`src/design/bxu_pkg.sv`:
```
// shared types and codes for the box transform and union block
// no dependencies
package bxu_pkg;

  // input command codes
  typedef enum logic [1:0] {
    CMD_CHILD_ROW = 2'd0,
    CMD_ROOT_ROW  = 2'd1,
    CMD_BOX       = 2'd2,
    CMD_LAST_BOX  = 2'd3
  } cmd_t;

  // controller states
  typedef enum logic [2:0] {
    ST_IDLE,
    ST_CAXIS,
    ST_CEMIT,
    ST_RPREP,
    ST_RAXIS,
    ST_REMIT
  } state_t;

  localparam logic [1:0] ROW_Z = 2'd2;

  // commands from controller to datapath
  typedef struct packed {
    logic       load_box;
    logic       load_row;
    logic       step;
    logic       use_root;
    logic [1:0] axis;
    logic       copy;
    logic       emit_child;
    logic       prep;
    logic       emit_root;
  } ctrl_t;

  // status from datapath to controller
  typedef struct packed {
    logic out_free;
    logic use_tf;
    logic last_box;
    logic root_tf;
  } stat_t;

endpackage

```
`src/design/bxu_ctrl.sv`:
```
// sequencing controller for the box transform and union block
// depends on bxu_pkg
module bxu_ctrl (
  input  logic           clk,
  input  logic           rst,
  input  logic           in_valid,
  input  logic [1:0]     cmd,
  output logic           in_ready,
  input  bxu_pkg::stat_t stat,
  output bxu_pkg::ctrl_t ctrl
);
  import bxu_pkg::*;

  state_t     state, state_next;
  logic [1:0] axis, axis_next;
  logic       accept;

  assign accept = in_valid && in_ready;

  // state and axis counter
  always_ff @(posedge clk) begin
    if (rst) begin
      state <= ST_IDLE;
      axis  <= 2'd0;
    end else begin
      state <= state_next;
      axis  <= axis_next;
    end
  end

  // next state
  always_comb begin
    state_next = state;
    axis_next  = axis;
    unique case (state)
      ST_IDLE: begin
        axis_next = 2'd0;
        if (accept && (cmd == CMD_BOX || cmd == CMD_LAST_BOX)) state_next = ST_CAXIS;
      end
      ST_CAXIS: begin
        if (!stat.use_tf || axis == ROW_Z) begin
          state_next = ST_CEMIT;
          axis_next  = 2'd0;
        end else axis_next = axis + 2'd1;
      end
      ST_CEMIT: begin
        if (stat.out_free) state_next = stat.last_box ? ST_RPREP : ST_IDLE;
      end
      ST_RPREP: state_next = ST_RAXIS;
      ST_RAXIS: begin
        if (!stat.root_tf || axis == ROW_Z) begin
          state_next = ST_REMIT;
          axis_next  = 2'd0;
        end else axis_next = axis + 2'd1;
      end
      ST_REMIT: begin
        if (stat.out_free) state_next = ST_IDLE;
      end
      default: state_next = ST_IDLE;
    endcase
  end

  // outputs
  always_comb begin
    in_ready = (state == ST_IDLE);
    ctrl     = '0;
    ctrl.axis = axis;
    unique case (state)
      ST_IDLE: begin
        ctrl.load_box = accept && (cmd == CMD_BOX || cmd == CMD_LAST_BOX);
        ctrl.load_row = accept && (cmd == CMD_CHILD_ROW || cmd == CMD_ROOT_ROW);
      end
      ST_CAXIS: begin
        ctrl.step = stat.use_tf;
        ctrl.copy = !stat.use_tf;
      end
      ST_CEMIT: ctrl.emit_child = stat.out_free;
      ST_RPREP: ctrl.prep = 1'b1;
      ST_RAXIS: begin
        ctrl.use_root = 1'b1;
        ctrl.step     = stat.root_tf;
        ctrl.copy     = !stat.root_tf;
      end
      ST_REMIT: ctrl.emit_root = stat.out_free;
      default: ;
    endcase
  end

endmodule

```
`config.mk`:
```
export PLATFORM = sky130hd
export DESIGN_NAME = bxu_ctrl
export DESIGN_NICKNAME = d
export VERILOG_FILES = /design/src/design/bxu_pkg.sv /design/src/design/bxu_ctrl.sv
export SDC_FILE = /design/constraint.sdc
export NUM_CORES = 1
export LEC_CHECK = 0
export BUFFER_PORTS_ARGS = -buffer_cell sky130_fd_sc_hd__buf_2
export CAP_MARGIN = 0
export CORE_AREA = 4 4 41 43
export CTS_BUF_LIST = sky130_fd_sc_hd__clkbuf_4 sky130_fd_sc_hd__clkbuf_8 sky130_fd_sc_hd__clkbuf_16
export DETAILED_ROUTE_END_ITERATION = 8
export DIE_AREA = 0 0 45 47
export PLACE_DENSITY = 0.64
export SLEW_MARGIN = 20
export SYNTH_ARGS = -nofsm -noshare
export SYNTH_HDL_FRONTEND = slang
export SYNTH_SLANG_ARGS = --single-unit
```
`constraint.sdc`:
```
create_clock -name clk -period 1.4 [get_ports clk]
set_clock_uncertainty 0.2 [all_clocks]
set_input_delay 0.21 -clock clk [delete_from_list [all_inputs] [get_ports clk]]
set_output_delay 0.21 -clock clk [all_outputs]
set_load 0.01 [all_outputs]
```
==> summary by stage, run 1 <==
Run status
The run finished, with violations left. The final reports fail on negative setup slack.

STA
The pin slew with the least headroom to its limit is ~0.4 ns. Setup repair after global routing could not meet its margin everywhere. Setup violations remaining at the end of the flow were counted as 13. The least setup slack across all paths after layout is -0.247 ns. The ratio of final minimum period to clock period is 1.18.

For this run, the top clock speed supported by timing is roughly 600 MHz. The smallest clock period supported by the final layout is computed as between 1.5 and 2 ns. The max-slew violation count is 0. In this run the tightest slew margin relative to its limit is 0.730. The number of hold violations in the final report is 0.

GRT
The first global-routing pass estimated between 2 and 2.5 mm of wire. The number of global-route vias before repair was ~530. The total routing resource utilization after global routing is 0.137. The largest net degree at the start of global routing is 9. For this run the aggregate overflow at the end of global routing stands at 0.

The number of antenna violations at the first check in global routing is 0.

Clock tree
The clock root buffer master is sky130_fd_sc_hd__clkbuf_4. The clock drives 5 sinks. The clock passes through at most 2 buffers. The clock-pin slew on the worst setup and hold paths is approximately 0.05 ns. At the later pin of the worst-skew pair, clock insertion delay measures 0.25 ns. In this run the number of H-tree levels came out at 1. TritonCTS built the clock tree. Counting the buffers created by CTS gives 3.

Pwr
The cell area power density is 802 mW/mm2. Across the VDD grid, the largest voltage drop is 0.572 mV. The fraction of power spent switching nets is 0.308.

The clock power share is 0.297. The internal power is 0.448 mW. The share of total power dissipated in sequential elements is 0.255. The power dissipated by switching net loads is 0.200 mW. Summed over all cells, the static leakage comes to 0.401 nW. Of the total power, combinational logic draws 0.448.

Floorplanning
20 I/O pins were placed. The overall die area is 0.00212 mm2. The height of the die is 47 um. The total core area is around 0.0013 mm2. The initial cell density of the core is 0.340. In this run the horizontal extent of the chip is 45 um. The floorplan has 13 rows.

Worst hold path
The path class of the lowest-slack min-delay path is input port to flip-flop.

Synth
The most used flip-flop cell after synthesis is sky130_fd_sc_hd__dfxtp_1. The sequential area share after synthesis is 0.226. The most frequently used cell type in the post-synthesis netlist is sky130_fd_sc_hd__nor2_1. The number of nets in the synthesized netlist is 68. The top cell type by total area after synthesis is sky130_fd_sc_hd__dfxtp_1.

The mapped netlist covers 443 um2. After synthesis the netlist holds a flip-flop and latch count of 5. Ranked by instance count, the synthesized netlist is headed by sky130_fd_sc_hd__nor2_1, sky130_fd_sc_hd__a21oi_1, sky130_fd_sc_hd__dfxtp_1, sky130_fd_sc_hd__nand2_1. In the synthesized netlist the async set-or-reset flop fraction comes to 0. After synthesis, the mean cell area works out to 7.64 um2. The share of synthesized area in the top cell type comes to 0.226. After technology mapping, the gate count stands at 58. Sorting the synthesized cells by area gives the leading types as sky130_fd_sc_hd__dfxtp_1, sky130_fd_sc_hd__nor2_1, sky130_fd_sc_hd__a21oi_1. The synthesis warning total is 0. The distinct cell type count after synthesis is 23. The number of flops mapped to enable cells by yosys is 0.

Setup path
By startpoint and endpoint, the worst setup path is classified as flip-flop to primary output. Data on the critical path is required at its endpoint by slightly below 1 ns. The count of buffering cells on the critical path with inverters included is 2. The critical path goes through buf_6 > nor3_4 > nand2_1 > nor2_1 > buf_2.

The launching element type of the critical path is a flip-flop. The endpoint type of the worst setup path is a primary output. The maximum net fanout on the critical path is 4.

The largest stage delay on the critical path is 0.36 ns. Data on the critical path arrives at its endpoint at about 1.2 ns. Among cell families on the critical path, the largest total delay comes from simple AND/OR/NAND/NOR gates. The slowest stage of the critical path belongs to the cell sky130_fd_sc_hd__dfxtp_4.

Detailed routing
In this run, the number of DRC markers left after iteration 0 of detailed routing was 1. The DRC violation count after routing is 0. Dividing the detail-routed wire length by the instance count gives 12.1 um. In the routed layout, each cell is associated on average with a via count of 4.88.

After detailed routing, the total wire length is 1.33 mm. The count of nets left with antenna violations once routing finished came out at 0. Before antenna repair, the detailed router went through 2 iterations. The final route contains about 540 vias.

Layout
The share of post-route cells with drive strength above 1 is 0.600. The synthesis-to-finish area growth is 82.5%. The final net count is approximately 110. The filler cells instantiated in the layout total 123. Once layout is complete, the utilization of the core stands at 0.621. The antenna diode instance count is 0.

Placement
At the placement stage, the worst setup path has a slack of -0.0713 ns. During placement, the flow inserted port buffers numbering 18. The half-perimeter wire length of the detailed placement result is between 800 and 900 um.

At the end of routability-driven placement, the weighted congestion stood at approximately 0.75.

Flow run
The tool flagged a number of max-cap violations equal to 0.
## timing repair
action                                 in CTS  in global routing
setup endpoints to repair                  13                 13
hold buffers                                1                  0
pin swaps                                  11                  9
setup buffers                               6                  1
endpoints found under the hold margin       1                  0
resized for setup                          22                  5
## tightest hold or removal path, stage by stage
cell and delay (ns):
sky130_fd_sc_hd__buf_2 0.16, sky130_fd_sc_hd__or4b_4 0.15, sky130_fd_sc_hd__a21oi_2 0.04
## final timing paths
check            from        to  cells after the start  slack [ns]
max          state[0]   ctrl[8]                      5       -0.25
min           stat[3]  state[1]                      3        0.16
max reg2reg  state[0]  state[1]                      6       -0.14
min reg2reg   axis[1]   axis[1]                      2        0.28
## kinds of logic (layout without fill, tap and decap cells)
family                     count (synthesis)  count (layout)  share of synthesized area
AOI/OAI and AO/OA                         13              13                      0.203
and+or+nand+nor                           31              31                      0.435
adders and majority gates                  1               1                     0.0282
buffers and inverters                      8              45                      0.107
DFF                                        5               5                      0.226
## per-stage QoR
step	setup TNS, ns	total power, mW	cell area [um2]	instances	hold slack [ns]
after floorplan	-0.0149	0.298	465	58	0.0791
after global placement	-0.212	0.366	624	98	0.261
after detailed placement	-0.265	0.370	624	98	0.263
after CTS	-1.78	0.636	783	109	0.136
after global routing	-2.69	0.694	808	110	0.165
final	-1.94	0.648	808	110	0.158
## layout by cell type (no fill, tap or decap), drive strengths merged, types with 2 or more instances in the layout
cell    count
buf        36
nor2       10
a21oi       7
nand3b      5
nand2       5
dfxtp       5
inv         4
clkbuf      4
nand2b      3
a211oi      3
nor3        2
nor4bb      2
## cell type report
class / instances / area, um2 / area share
Inverter: 4 / 15.0 / 0.0186
Multi-Input combinational cell: 45 / 349 / 0.432
Timing Repair Buffer: 37 / 287 / 0.354
Sequential cell: 5 / 109 / 0.135
Tap cell: 15 / 18.8 / 0.0232
Clock buffer: 4 / 30.0 / 0.0372
## layer usage
metal  track usage  vias up  wire, um
li1              -      275         -
met1         0.141      248       563
met2         0.260       14       698
met3        0.0613        0        70
met4        0.0175        0         0
met5             0        -         0
## flip-flops by register name, indices dropped and copies added, names as in the netlist
name	flops
state	3
axis	2
## power groups by stage
stage	sequential, mW	clock (mW)	combinational [mW]
6_report	0.166	0.193	0.290
5_1_grt	0.167	0.213	0.314
4_1_cts	0.165	0.199	0.271
3_5_place_dp	0.168	0	0.202
3_3_place_gp	0.168	0	0.198
2_1_floorplan	0.165	0	0.134
(Power assumes the default switching activity.)
==> inputs of run 2 (changes only) <==
ABC_AREA = 1   (was default)
PLACE_DENSITY = 0.65   (was 0.64)
SETUP_SLACK_MARGIN = 0.3   (was default)
==> run 2 against run 1 <==
  * Sequential power grew 75%
  * Routed wire length grew 33%
  * The flow still finishes with violations (negative setup slack)
  * Die area is the same
  * Largest cell class unchanged
  * Critical path type unchanged
  * Flip-flop and latch count is the same
  * Maximum frequency grew 0.85%
==> summary by stage, run 2 <==
Run status
The run finished, with violations left. The checks that failed: negative setup slack.

Layout
The synthesis-to-finish area growth is 120%. Ranked by flip-flop count, first place goes to state. The final net count is 134 (+26%). The final instance area is 997 um2 (+23%). The number of flip-flops in the largest register is 3 (unchanged). The top cell types in the final layout, fill and taps aside, are sky130_fd_sc_hd__buf_6, sky130_fd_sc_hd__inv_1, sky130_fd_sc_hd__buf_2. The filler cell count in the final layout is 81 (-34%). The share of the core filled with cells is 0.766 (+0.145). The largest registers in the layout are state: 3 flops, axis: 2 flops.

The most frequent standard cell in the layout excluding fill and tap cells is sky130_fd_sc_hd__buf_6. The antenna diode instance count is 0 (unchanged). The share of post-route cells with drive strength above 1 is 0.675 (+0.0748).

Synth
Yosys attributes the largest share of cell area to sky130_fd_sc_hd__dfxtp_1, sky130_fd_sc_hd__inv_1, sky130_fd_sc_hd__nor2_1. The distinct cell type count after synthesis is 18 (-22%). The share of flip-flops with an asynchronous set or reset is 0 (unchanged).

The synthesized netlist cell count was 82 (+41%). In the synthesized netlist the dominant register cell turns out to be sky130_fd_sc_hd__dfxtp_1. The fraction of synthesized cell area taken by the top area cell type is 0.221 (-0.00499). After synthesis, the most frequently instantiated cells are sky130_fd_sc_hd__inv_1, sky130_fd_sc_hd__nor2_1, sky130_fd_sc_hd__nand2_1.

The count of state elements after synthesis is 5 (unchanged). The most frequently used cell type in the post-synthesis netlist is sky130_fd_sc_hd__inv_1. sky130_fd_sc_hd__dfxtp_1 takes more of the synthesized area than any other cell. The sequential area share after synthesis is 0.221 (-0.00499). The synthesis warning total is 0 (unchanged). The average instance area after synthesis is 5.52 um2 (-28%). The area of the mapped netlist is 453 um2 (+2.3%). The number of nets produced by synthesis is 92 (+35%). The number of flops mapped to enable cells by yosys is 0 (unchanged).

Floorplanning
The total I/O pin count is 20 (unchanged). The overall die area is 0.00212 mm2 (unchanged). The initial cell density of the core is 0.348 (+0.00769).

The height of the die was 47 um (unchanged). The total core area came to 0.00130 mm2 (unchanged). The horizontal extent of the die came to 45 um (unchanged).

The placement row count is 13 (unchanged).

Clock tree
The clock root buffer master is sky130_fd_sc_hd__clkbuf_4. The clock-pin slew on the worst setup and hold paths is 0.04 ns (about the same). The deepest level of the CTS H-tree was 1 (unchanged).

The count of clock tree sinks is 5 (unchanged). The clock network latency to the later pin of the worst-skew pair is 0.23 ns (-0.02 ns). The CTS tree is done. The worst-case clock buffer depth is 2 (unchanged). The clock buffer count from CTS came to 3 (unchanged).

STA
The maximum clock frequency is 612 MHz (+0.85%). Setup repair after global routing could not meet its margin everywhere. The number of hold violations in the final report is 0 (unchanged). The least setup slack across all paths after layout is -0.233 ns (+0.0139 ns). The relative max-transition margin is 0.818 (+0.0874). The final number of setup-violating endpoints is 12 (-1).

The max-slew violation count came to 0 (unchanged). The pin slew with the least headroom to its limit came to 0.272 ns (-0.127 ns). The time the final worst path needs with I/O delays and setup is 1.63 ns (-0.0139 ns). The ratio of final minimum period to clock period is 1.17 (-0.00992). The sum of negative setup slack came to -2.16 ns (-0.228 ns).

Pwr
The cell area power density came to 1780 mW/mm2 (+120%). The static leakage power is 0.512 nW (+28%). The maximum ir drop on the vdd rail is 1.37 mV (+140%).

Detailed routing
The routed length on met3 was 59 um (-16%). The violation count after the first detailed-route iteration is 9 (+8). The first-pass iteration count of the detailed router is 4 (+2). The wire length on met1 was 654 um (+16%). The top layer used by detailed routing is met4. The via density per instance is 4.93 (+1.1%). The post-route antenna net violation count was 0 (unchanged). The DRC violation count after routing is 0 (unchanged). The met2 layer wire length in the routed design is 1.02 mm (+46%). The total routed wirelength is 1.77 mm (+33%).

The average wire per standard cell came to 12.8 um (+5.6%). The via total after detailed routing came to 681 (+27%).

Placement
The half-perimeter wire length of the detailed placement result is 1.01 mm (+18%). The final RePlAce weighted congestion was 0.738 (-1.2%). The number of I/O port buffers is 18 (unchanged). The post-detailed-placement cell area was 704 um2 (+13%).

Setup path
The signal arrival time at the worst endpoint was 1.22 ns (-0.02 ns). The largest stage delay on the critical path was 0.34 ns (-0.02 ns). The register-to-register setup slack is -0.20 ns (-0.06 ns). The worst-path cell with the longest stage delay is sky130_fd_sc_hd__dfxtp_4. The launching element type of the critical path is a flip-flop. The required time of the critical path came to 0.99 ns (about the same). STA classifies the critical path endpoint as a primary output. The most frequent cell on the critical path is sky130_fd_sc_hd__buf_6.

The maximum net fanout on the critical path is 2 (-2). Traced cell by cell, the critical path runs through buf_6 > nor3_4 > nand2_2 > nor2_4 > buf_6. The kind of critical path is flip-flop to primary output.

GRT
The total overflow reported by the global router was 0 (unchanged). The first-pass GRT wire length is 2.77 mm (+33%). The total routing resource utilization after global routing is 0.180 (+0.0435). The largest net degree at the start of global routing came to 9 (unchanged). The number of antenna violations at the first check in global routing is 0 (unchanged). The number of global-route vias before repair came to 677 (+29%).

Worst hold path
The tightest min-delay check is of the input port to flip-flop type.

Flow run
The number of maximum-capacitance constraint violations is 0 (unchanged).
## run 2: cell count changes after synthesis, moves of 3 or more
cell,before,now
sky130_fd_sc_hd__inv_1,4,18
sky130_fd_sc_hd__nand2_1,5,15
sky130_fd_sc_hd__nand3_1,0,7
sky130_fd_sc_hd__nor2_1,10,16
sky130_fd_sc_hd__a21oi_1,7,3
sky130_fd_sc_hd__nand3b_1,4,0
sky130_fd_sc_hd__nand2b_1,3,0
sky130_fd_sc_hd__o22ai_1,0,3
## run 2: path summary, 6_finish.rpt
kind / to / cells after the start / startpoint
setup / recovery: ctrl[9] / 5 / state[2]
hold / removal: axis[0] / 4 / rst
setup reg to reg: state[0] / 11 / axis[0]
hold reg to reg: axis[1] / 4 / axis[1]
## run 2: power by group
group          switching, mW  internal, mW  total, mW
clock                 0.0498         0.126      0.176
sequential            0.0902         0.199      0.290
combinational          0.632         0.676       1.31
## run 2: critical path: cells and delay by family, from the launching register on
kind                   cells  cell delay, ns
buffers and inverters      2            0.22
flip-flops                 1            0.34
AND/OR/NAND/NOR            3            0.41
## run 2: what timing repair did
item | 4_1_cts | 5_1_grt
hold endpoints to repair | 1 | 0
setup endpoints to repair | 16 | 16
hold buffers | 1 | 0
setup buffers | 6 | 2
pin swaps | 14 | 11
gates cloned | 0 | 0
gates resized for setup | 31 | 17
## run 2: routing by layer
metal,track usage,vias up
met2,0.390,15
li1,-,339
met5,0,-
met1,0.155,323
met3,0.0268,4
met4,0.0877,0
## run 2: final cells by class
type | count | area [um2] | share of cell area
multi-input combinational | 56 | 412 | 0.413
tap | 15 | 18.8 | 0.0188
inverter | 19 | 76.3 | 0.0765
clock buffer | 4 | 30.0 | 0.0301
timing repair buffer | 39 | 342 | 0.343
sequential | 5 | 119 | 0.119
## run 2: stage by stage
stage	instances	power [mW]	setup WS (ns)	hold slack, ns
final	138	1.77	-0.233	0.0728
after global routing	138	1.90	-0.309	0.0873
after CTS	136	1.54	-0.205	0.0519
after detailed placement	125	1.05	-0.129	0.212
after global placement	125	1.03	-0.124	0.211
after floorplan	82	0.770	0.0410	0.0791
## run 2: logic make-up after synthesis
logic type | count (synthesis) | share of synthesized area
DFF | 5 | 0.221
AOI/OAI and AO/OA | 10 | 0.119
and+or+nand+nor | 45 | 0.448
buffers and inverters | 21 | 0.185
adders and majority gates | 1 | 0.0276
==> inputs of run 3 (changes only) <==
CAP_MARGIN = default   (was 0)
CTS_BUF_LIST = sky130_fd_sc_hd__clkbuf_4   (was sky130_fd_sc_hd__clkbuf_4 sky130_fd_sc_hd__clkbuf_8 sky130_fd_sc_hd__clkbuf_16)
clock period = 1.5 ns   (was 1.4 ns; I/O delays follow)
==> run 3 against run 2 <==
  * The flow still finishes with violations (negative setup slack)
  * Hold slack better by 0.18 ns
  * Total power down 13%
  * Clock-buffer cell count unchanged
  * Critical endpoint is now ctrl[7]
  * Design area down 8.4%
  * Combinational power down 17%
==> summary by stage, run 3 (synthesis gave the netlist of run 2 again) <==
Run status
The flow ran to the end, but the final reports show violations. The final reports fail on negative setup slack.

Setup path
The worst register-to-register path ends at state[0]. The end of the critical path is ctrl[7]. The largest stage delay on the critical path came to 0.35 ns (about the same). The worst-path cell with the longest stage delay is sky130_fd_sc_hd__dfxtp_4. The maximum net fanout on the critical path is 4 (+2). The most critical setup path has its startpoint at state[2]. The required time of the critical path was 1.07 ns (+0.08 ns). The count of buffering cells on the critical path with inverters included is 3 (+1). The launching point of the worst reg2reg path is state[2]. The cell count of the worst reg-to-reg path is 10 (-1).

The kind of critical path is flip-flop to primary output. The cell family contributing the most delay on the critical path is buffers and inverters. The signal arrival time at the worst endpoint is 1.18 ns (-0.04 ns).

The endpoint type of the worst setup path is a primary output. The logic depth of the worst path, buffers included is 5 (unchanged). The critical path goes through inv_1 > nand3_2 > buf_4 > o22ai_2 > buf_2. The register-to-register setup slack came to -0.08 ns (+0.12 ns).

The launching element type of the critical path is a flip-flop.

Placement
The post-detailed-placement cell area is 697 um2 (-1.1%). The instance count after placement with tap cells included is 125 (unchanged). The worst slack at placement was -0.0455 ns (+0.0833 ns).

The number of I/O port buffers is 18 (unchanged). The final RePlAce weighted congestion came to 0.789 (+6.9%). The half-perimeter wire length of the detailed placement result is 1.01 mm (about the same).

Layout
The final instance area was 913 um2 (-8.4%). Leaving out fill and tap cells, the most frequent cell in the layout is sky130_fd_sc_hd__buf_2. The final cell count without fillers is 137 (-0.72%). The largest register by flop count is state. The share of post-route cells with drive strength above 1 is 0.607 (-0.0682). The share of the core filled with cells is 0.702 (-0.0644). The synthesis-to-finish area growth is 102%. The largest registers in the layout are state: 3 flops, axis: 2 flops. The antenna diode instance count is 0 (unchanged). The number of flip-flops in the largest register came to 3 (unchanged).

In the layout the commonest cells are sky130_fd_sc_hd__buf_2, sky130_fd_sc_hd__inv_1, sky130_fd_sc_hd__nor2_1, sky130_fd_sc_hd__buf_4, sky130_fd_sc_hd__nand2_1. The final net count came to 133 (-0.75%).

Pwr
The maximum ir drop on the vdd rail was 1.03 mV (-25%). The overall power is 1.55 mW (-13%). The cell area power density was 1690 mW/mm2 (-4.8%). The static leakage power is 0.492 nW (-4.0%).

Detailed routing
The average wire per standard cell came to 11.0 um (-14%). The first-pass iteration count of the detailed router is 4 (unchanged). The wire length on met1 is 577 um (-12%). Routed signal wires occupy layers up through met4. The post-route antenna net violation count is 0 (unchanged). The violation count after the first detailed-route iteration is 16 (+7). The via total after detailed routing is 657 (-3.5%). The via density per instance is 4.80 (-2.8%).

The met2 layer wire length in the routed design is 848 um (-17%). The routed length on met3 is 72 um (+22%). The DRC violation count after routing is 0 (unchanged).

The total routed wirelength is 1.51 mm (-14%).

Clock tree
TritonCTS built the clock tree. The clock-pin slew on the worst setup and hold paths is 0.04 ns (about the same). The count of clock tree sinks is 5 (unchanged).

The clock buffer count from CTS came to 3 (unchanged). The clock network latency to the later pin of the worst-skew pair was 0.23 ns (about the same). The worst-case clock buffer depth was 2 (unchanged). The deepest level of the CTS H-tree is 1 (unchanged). The cell sitting at the root of the clock tree is a sky130_fd_sc_hd__clkbuf_4.

Floorplanning
The initial cell density of the core is 0.348 (unchanged). The placement row count is 13 (unchanged). The overall die area is 0.00212 mm2 (unchanged). The total I/O pin count is 20 (unchanged). The horizontal extent of the die is 45 um (unchanged).

The height of the die is 47 um (unchanged). The total core area came to 0.00130 mm2 (unchanged).

STA
The sum of negative setup slack is -0.569 ns (+1.59 ns). Of the available clock period, the critical path in the final layout requires 1.07. The number of hold violations in the final report is 0 (unchanged). The final number of setup-violating endpoints is 8 (-4).

The post-route worst hold slack is 0.253 ns (+0.180 ns). The worst path in the final design needs a cycle of 1.61 ns, including I/O delays and setup. The maximum clock frequency is slightly above 600 MHz.

Setup repair after global routing could not meet its margin everywhere. The least setup slack across all paths after layout is -0.105 ns (+0.128 ns). The max-slew violation count was 0 (unchanged). The pin slew with the least headroom to its limit came to 0.220 ns (-0.0526 ns). The relative max-transition margin is 0.852 (+0.0342).

GRT
The number of antenna violations at the first check in global routing is 0 (unchanged). The total routing resource utilization after global routing was 0.147 (-0.0332). The total overflow reported by the global router is 0 (unchanged).

The largest net degree at the start of global routing is 8 (-1). The first-pass GRT wire length is 2.26 mm (-19%). The number of global-route vias before repair is 608 (-10%).

Worst hold path
The worst hold path depth was 5 (+1). The path class of the lowest-slack min-delay path is input port to flip-flop.

Flow run
The number of maximum-capacitance constraint violations is 0 (unchanged).
==> run 3: layer usage <==
metal  track usage  up-vias
li1              -      337
met1         0.146      300
met2         0.302       18
met3        0.0460        2
met4        0.0175        0
met5             0        -
==> run 3: power by group <==
| part | leakage, nW | internal (mW) | total, mW | switching (mW) |
|---|---|---|---|---|
| Sequential | 0.0442 | 0.188 | 0.287 | 0.0990 |
| Combinational | 0.429 | 0.581 | 1.09 | 0.513 |
| Clock | 0.0184 | 0.118 | 0.167 | 0.0486 |
==> run 3: final cells by class <==
cell class | instances | area (um2)
repair buffers | 38 | 282
clock buffers | 4 | 30.0
inverters | 19 | 81.3
fillers | 119 | 388
flip-flops and latches | 5 | 116
multi-input cells | 56 | 385
well taps | 15 | 18.8
==> run 3: worst min path at each step <==
stage | from | to | slack (ns)
5_1_grt | in_valid | state[2] | 0.26
4_1_cts | in_valid | state[2] | 0.25
2_1_floorplan | rst | state[2] | 0.09
3_5_place_dp | rst | state[2] | 0.22
3_3_place_gp | rst | state[2] | 0.22
6_report | in_valid | state[2] | 0.25
==> run 3: what timing repair did <==
action	4_1_cts	5_1_grt
hold buffers	1	0
resized for setup	19	18
endpoints found under the setup margin	14	14
pin swaps	5	8
endpoints found under the hold margin	1	0
buffers inserted	4	3
==> run 3: tightest hold or removal path: stages <==
cell,delay (ns)
sky130_fd_sc_hd__buf_2,0.11
sky130_fd_sc_hd__inv_1,0.09
sky130_fd_sc_hd__o21ai_4,0.08
sky130_fd_sc_hd__nand4_1,0.09
sky130_fd_sc_hd__a21oi_1,0.05
